File: src/rtl/core/vhc_pkg.sv
package vhc_pkg;

	typedef enum logic [2:0] {
		ST_OK        = 3'd0,
		ST_BAD_MAGIC = 3'd1,
		ST_BAD_MAJOR = 3'd2,
		ST_BAD_CRC   = 3'd3,
		ST_BAD_MINOR = 3'd4,
		ST_BAD_SIZE  = 3'd5
	} status_t;

	typedef enum logic {
		REG_SIZE_MIN = 1'b0,
		REG_SIZE_MAX = 1'b1
	} reg_idx_t;

	localparam logic [31:0] SIZE_MIN_RESET = 32'd1;
	localparam logic [31:0] SIZE_MAX_RESET = 32'd16777216;

	localparam logic [7:0] MAGIC [4] = '{8'h42, 8'h43, 8'h46, 8'h00};

	localparam logic [3:0] POS_MAJOR     = 4'd4;
	localparam logic [3:0] POS_MINOR     = 4'd5;
	localparam logic [3:0] POS_SIZE_LO   = 4'd8;
	localparam logic [3:0] POS_CRC_LO    = 4'd12;
	localparam logic [3:0] POS_LAST      = 4'd15;

	localparam logic [7:0]  MAJOR_SUPPORTED = 8'd1;
	localparam logic [7:0]  MINOR_SUPPORTED = 8'd0;
	localparam logic [4:0]  HDR_LEN         = 5'd16;
	localparam logic [31:0] CRC_POLY        = 32'hEDB88320;
	localparam logic [31:0] CRC_INIT        = 32'hFFFFFFFF;

	typedef struct packed {
		logic       fire;
		logic       start;
		logic [7:0] data;
	} step_t;

	typedef struct packed {
		status_t     status;
		logic [7:0]  major_version;
		logic [7:0]  minor_version;
		logic [31:0] payload_size;
		logic [4:0]  bytes_consumed;
	} result_t;

	function automatic logic [31:0] crc32_byte(input logic [31:0] crc, input logic [7:0] b);
		logic [31:0] c;
		c = crc ^ {24'd0, b};
		for (int i = 0; i < 8; i++) begin
			c = c[0] ? ((c >> 1) ^ CRC_POLY) : (c >> 1);
		end
		return c;
	endfunction

endpackage

File: src/rtl/core/vhc_parse_core.sv
module vhc_parse_core (
	input  logic             clk,
	input  logic             arst_n,
	input  vhc_pkg::step_t   step,
	input  logic [31:0]      size_min,
	input  logic [31:0]      size_max,
	output logic             emit,
	output vhc_pkg::result_t result
);

	logic [3:0]  pos_q;
	logic        done_q;
	logic [31:0] crc_q;
	logic [7:0]  major_q;
	logic [7:0]  minor_q;
	logic [31:0] size_q;
	logic [31:0] rcrc_q;

	logic [3:0]  pos_c;
	logic        done_c;
	logic [31:0] crc_c;
	logic [7:0]  major_c;
	logic [7:0]  minor_c;
	logic [31:0] size_c;
	logic [31:0] rcrc_c;

	logic [3:0]  pos_n;
	logic        done_n;
	logic [31:0] crc_n;
	logic [7:0]  major_n;
	logic [7:0]  minor_n;
	logic [31:0] size_n;
	logic [31:0] rcrc_n;
	vhc_pkg::status_t status_n;

	always_comb begin
		// A start flag restarts the header before this byte is looked at.
		if (step.start) begin
			pos_c   = '0;
			done_c  = 1'b0;
			crc_c   = vhc_pkg::CRC_INIT;
			major_c = '0;
			minor_c = '0;
			size_c  = '0;
			rcrc_c  = '0;
		end else begin
			pos_c   = pos_q;
			done_c  = done_q;
			crc_c   = crc_q;
			major_c = major_q;
			minor_c = minor_q;
			size_c  = size_q;
			rcrc_c  = rcrc_q;
		end

		pos_n    = pos_c;
		done_n   = done_c;
		crc_n    = crc_c;
		major_n  = major_c;
		minor_n  = minor_c;
		size_n   = size_c;
		rcrc_n   = rcrc_c;
		status_n = vhc_pkg::ST_OK;
		emit     = 1'b0;

		if (!done_c) begin
			if (pos_c < vhc_pkg::POS_CRC_LO) begin
				crc_n = vhc_pkg::crc32_byte(crc_c, step.data);
			end
			if (pos_c < vhc_pkg::POS_MAJOR) begin
				if (step.data != vhc_pkg::MAGIC[pos_c[1:0]]) begin
					emit     = 1'b1;
					status_n = vhc_pkg::ST_BAD_MAGIC;
				end
			end else if (pos_c == vhc_pkg::POS_MAJOR) begin
				major_n = step.data;
				if (step.data != vhc_pkg::MAJOR_SUPPORTED) begin
					emit     = 1'b1;
					status_n = vhc_pkg::ST_BAD_MAJOR;
				end
			end else if (pos_c == vhc_pkg::POS_MINOR) begin
				minor_n = step.data;
			end else if (pos_c >= vhc_pkg::POS_SIZE_LO && pos_c < vhc_pkg::POS_CRC_LO) begin
				unique case (pos_c[1:0])
					2'd0: size_n[7:0]   = step.data;
					2'd1: size_n[15:8]  = step.data;
					2'd2: size_n[23:16] = step.data;
					default: size_n[31:24] = step.data;
				endcase
			end else if (pos_c >= vhc_pkg::POS_CRC_LO) begin
				unique case (pos_c[1:0])
					2'd0: rcrc_n[7:0]   = step.data;
					2'd1: rcrc_n[15:8]  = step.data;
					2'd2: rcrc_n[23:16] = step.data;
					default: rcrc_n[31:24] = step.data;
				endcase
				if (pos_c == vhc_pkg::POS_LAST) begin
					emit = 1'b1;
					priority if (rcrc_n != ~crc_c) begin
						status_n = vhc_pkg::ST_BAD_CRC;
					end else if (minor_c != vhc_pkg::MINOR_SUPPORTED) begin
						status_n = vhc_pkg::ST_BAD_MINOR;
					end else if (size_c < size_min || size_c > size_max) begin
						status_n = vhc_pkg::ST_BAD_SIZE;
					end else begin
						status_n = vhc_pkg::ST_OK;
					end
				end
			end
			if (emit) begin
				done_n = 1'b1;
			end else begin
				pos_n = pos_c + 4'd1;
			end
		end

		result.status         = status_n;
		result.major_version  = major_n;
		result.minor_version  = minor_n;
		result.payload_size   = (status_n == vhc_pkg::ST_OK) ? size_c : '0;
		result.bytes_consumed = (status_n == vhc_pkg::ST_OK) ? vhc_pkg::HDR_LEN : '0;
	end

	always_ff @(posedge clk or negedge arst_n) begin
		if (!arst_n) begin
			pos_q   <= '0;
			done_q  <= 1'b1;
			crc_q   <= vhc_pkg::CRC_INIT;
			major_q <= '0;
			minor_q <= '0;
			size_q  <= '0;
			rcrc_q  <= '0;
		end else if (step.fire) begin
			pos_q   <= pos_n;
			done_q  <= done_n;
			crc_q   <= crc_n;
			major_q <= major_n;
			minor_q <= minor_n;
			size_q  <= size_n;
			rcrc_q  <= rcrc_n;
		end
	end

endmodule

File: config.mk
export PLATFORM = sky130hd
export DESIGN_NAME = vhc_parse_core
export DESIGN_NICKNAME = d
export VERILOG_FILES = /design/src/rtl/core/vhc_pkg.sv /design/src/rtl/core/vhc_parse_core.sv
export SDC_FILE = /design/constraint.sdc
export NUM_CORES = 1
export LEC_CHECK = 0
export BUFFER_PORTS_ARGS = -buffer_cell sky130_fd_sc_hd__clkbuf_2
export CORE_UTILIZATION = 50
export DETAILED_ROUTE_END_ITERATION = 10
export PLACE_DENSITY = 0.7
export SLEW_MARGIN = 40
export SYNTH_ARGS = -nofsm -noshare
export SYNTH_HDL_FRONTEND = slang
export SYNTH_SLANG_ARGS = --single-unit
export TNS_END_PERCENT = 1
File: constraint.sdc
create_clock -name clk -period 8.85 [get_ports clk]
set_clock_uncertainty 0.2 [all_clocks]
set_input_delay 1.77 -clock clk [delete_from_list [all_inputs] [get_ports clk]]
set_output_delay 1.77 -clock clk [all_outputs]
set_load 0.1 [all_outputs]
==> impl_metrics.csv <==
group,metric,value,unit
run_status,run_status,"finished clean",
layout,num-nets-final,1315,
timing,final-setup-viol-count,0,
drt,drt_initial_violations,649,
timing,final-max-slew-violation-count,0,
clocking,cts_buffer_depth,2,
pwr,power.net_switching,859,uW
worst_setup_path,slowest_stage_cell_crit_path,"sky130_fd_sc_hd__or4_1",
timing,max_freq,0.130,GHz
clocking,clock_sinks,117,
worst_setup_path,worstPathMaxFanout,33,
worst_setup_path,timing.critical_path.slowest_cell_delay,0.58,ns
logic_synthesis,most_numerous_cell_in_the_yosys_netlist,"sky130_fd_sc_hd__nand2_1",
worst_setup_path,crit_top_cell,"sky130_fd_sc_hd__buf_4",
clocking,clock_tree_from_tritoncts,"yes",
grt,largest_net_degree_at_the_start_of_global_routing,83,
grt,wire_length_of_the_first_global_routing_pass,42.6,mm
logic_synthesis,synth_top_flop_cell,"sky130_fd_sc_hd__dfrtp_1",
worst_setup_path,timing.critical_path.from_type,"primary input",
grt,first_global_vias,7926,
pwr,power.share.sequential,37.0,%
floorplan,rows,49,
layout,nFillCells,1662,
logic_synthesis,synth_cells,1103,
logic_synthesis,async_flop_share,100,%
floorplan,die_area,0.0194,mm^2
timing,layout_worst_path_cycle_share,87.3,%
floorplan,start_util,51.8,%
drt,detail-route-antenna-nets,0,
floorplan,die_width,139,um
pwr,comb_pwr_share,35.8,%
timing,worstMarginPinSlew,0.844,ns
worst_setup_path,critPathArrivalTime,5.75,ns
worst_setup_path,critical_path_required,6.88,ns
clocking,clock_insertion_delay_worst_skew,0.43,ns
clocking,post_cts_resize_count,0,
floorplan,design.portCount,133,
placed_design,place.detailed.instances,1384,
worst_setup_path,crit_path_cell_trace,"buf_4, buf_4, nor2b_1, ha_1, nand4_1, or4_1, nor4_1, a211oi_1, o21ai_0, o2111ai_4, buf_4, nor3b_1, clkbuf_2",
logic_synthesis,muxShareOfSynthArea,2.26,%
clocking,clk_transition_reported_paths,0.05,ns
grt,gr-total-overflow,0,
placed_design,place_area,0.0100,mm^2
drt,drt-total-wl,26.6,mm
logic_synthesis,adder_cell_fraction_of_synth_area,8.63,%
timing,timing.max_slew.rel_slack,43.3,%
floorplan,die_h,139,um
grt,antenna_found_initial,0,
logic_synthesis,synth_top_family_by_area,"compound AO/OA/AOI/OAI gates",
logic_synthesis,synth-compound-area-share,19.5,%
worst_setup_path,critical_path_buf_inv_count,4,
logic_synthesis,synth_cell_type_count,71,
drt,drcViolationCount,0,
flow_run,maximum_capacitance_violations,0,
worst_setup_path,worstSetupEndpointType,"output pin",
timing,final-hold-violation-count,0,
layout,final_core_utilization,58.1,%
timing,fin_crit,7.72,ns
clocking,clk_root_buffer_cell,"sky130_fd_sc_hd__clkbuf_16",
grt,globalRouteTotalUtil,27.9,%
pwr,irDropWorstVdd,0.131,mV
logic_synthesis,synth_enable_flop_cells,0,
min_path,holdCritPathClass,"register to register",
logic_synthesis,yosys-top-cells-area,"sky130_fd_sc_hd__dfrtp_1 22%, sky130_fd_sc_hd__dfstp_2 9.2%, sky130_fd_sc_hd__ha_1 8.6%, sky130_fd_sc_hd__xnor2_1 5.9%, sky130_fd_sc_hd__a22o_1 5.5%",
placed_design,portBuffers,128,
layout,fraction_of_layout_instances_using_a_drive_strength_above_1,19.7,%
logic_synthesis,synthXorXnorAreaFrac,12.0,%
logic_synthesis,synth.yosys.seq_area_share,31.5,%
pwr,power_switching_share,37.5,%
placed_design,hpwl,18.7,mm
layout,postLayoutCellArea,0.0106,mm^2
layout,post_layout_nonfiller_instances,1416,
logic_synthesis,synth_simple_gate_area_share,18.4,%
layout,antennaDiodeCount,0,
floorplan,core_area,0.0182,mm^2
clocking,cts-htree-levels,4,
pwr,total_power,2290,uW
drt,drtPass1Iterations,5,
logic_synthesis,yosys.area.top_type_share,22.3,%
logic_synthesis,ys_ff_latch,117,
pwr,power_per_cell_area,216,mW/mm^2
logic_synthesis,synth.cell_area,0.00943,mm^2
drt,routed_via_density,5.92,
logic_synthesis,avgSynthCellArea,8.55,um^2
layout,synthToLayoutAreaGrowth,12.2,%
pwr,power.static_leakage,0.00500,uW
clocking,holdBufCountCts,0,
drt,via_count,8384,
worst_setup_path,timing_worst_setup_path_type,"primary input to output pin",
pwr,cell_internal_pwr,1430,uW
logic_synthesis,cell_type_with_the_largest_total_area_after_synthesis,"sky130_fd_sc_hd__dfrtp_1",
pwr,power_frac_clock,27.2,%
logic_synthesis,ys.warnings.count,0,
timing,rsz0062_at_grt,"false",
drt,routed_wire_length_per_instance,18.8,um
logic_synthesis,synthTopCellsByCount,"130 x sky130_fd_sc_hd__nand2_1, 84 x sky130_fd_sc_hd__dfrtp_1, 77 x sky130_fd_sc_hd__inv_1, 74 x sky130_fd_sc_hd__o21ai_0, 65 x sky130_fd_sc_hd__ha_1",
worst_setup_path,critical_path.top_delay_family,"simple AND/OR/NAND/NOR gates",
timing,final.setup.tns,0,ns
clocking,cts.repair_timing.setup_buffer_count,0,
clocking,total_cts_buffers,17,
placed_design,weighted_congestion_reported_at_the_end_of_routability_driven_placement,0.870,
## per-stage QoR
step	setup slack, ns	hold slack, ns
6_report	1.13	0.305
4_1_cts	1.13	0.303
2_1_floorplan	-0.493	0.255
3_5_place_dp	1.13	0.292
3_3_place_gp	1.29	0.285
5_1_grt	0.803	0.322
## sequential cells by signal (all words and copies together) (netlist names)
signal / cells
minor_q: 8
size_q: 32
crc_q: 32
rcrc_q: 32
done_q: 1
major_q: 8
pos_q: 4
## kinds of logic after synthesis
kind of cell	Yosys count
buffers and inverters	167
AND/OR/NAND/NOR	338
adder cells (fa/ha/maj)	65
multiplexers	19
flip-flops	117
AO/OA/AOI/OAI	271
XOR/XNOR	125
other	1
## area by class of cell
type	instances	area, um^2	area share [%]
Inverter	78	293	2.77
Clock buffer	27	504	4.77
Clock inverter	5	25.0	0.236
Sequential cell	117	2970	28.1
Multi-Input combinational cell	822	5760	54.4
Timing Repair Buffer	138	748	7.07
Tap cell	229	287	2.71
## worst register-to-register path: stages (launching register included)
cell	delay (ns)
sky130_fd_sc_hd__dfrtp_1	0.37
sky130_fd_sc_hd__nand2_1	0.11
sky130_fd_sc_hd__inv_1	0.10
sky130_fd_sc_hd__ha_1	0.45
sky130_fd_sc_hd__buf_4	0.26
sky130_fd_sc_hd__nor2b_1	0.23
sky130_fd_sc_hd__a21oi_1	0.11
sky130_fd_sc_hd__a21boi_0	0.46
sky130_fd_sc_hd__nor2_1	0.21
sky130_fd_sc_hd__nand4_1	0.16
sky130_fd_sc_hd__xor2_1	0.16
sky130_fd_sc_hd__o22ai_1	0.10
## cells in the final DEF (no fill, tap or decap), drive strengths merged, types with 11 or more instances in the layout
cell,n
nor2,56
inv,77
xor2,57
nor2b,34
mux2,18
nand3,11
a31oi,15
dfrtp,84
nand4,13
nor3b,33
ha,65
buf,15
dfstp,33
nand2,130
xnor2,68
a22o,59
clkbuf,150
a21oi,48
o21ai,79
nor3,15
## worst paths after layout
kind                                  from         end  slack [ns]  depth (start not counted)
worst max-delay path               step[8]  result[17]        1.13                         13
worst min-delay path            major_q[5]  major_q[5]        0.31                          1
worst max register to register    pos_q[0]    pos_q[3]        5.74                         11
worst min register to register  major_q[5]  major_q[5]        0.31                          1
max in group asynchronous           arst_n  rcrc_q[13]        6.25                          2
min in group asynchronous           arst_n   size_q[5]        1.20                          1
## power groups by stage
stage	Sequential, uW	Combinational (uW)	Clock [uW]
final	847	819	623
after detailed placement	848	807	0
after global routing	857	908	658
after global placement	846	794	0
after floorplan	733	722	0
after CTS	841	813	629
## metal layers
layer	vias to the layer above	track usage, %	share of wire (%)
li1	3980	-	-
met1	4029	38.7	45
met2	333	43.5	46
met3	42	5.23	7.2
met4	0	9.94	1.9
met5	-	0	0
(Power assumes the default switching activity.)
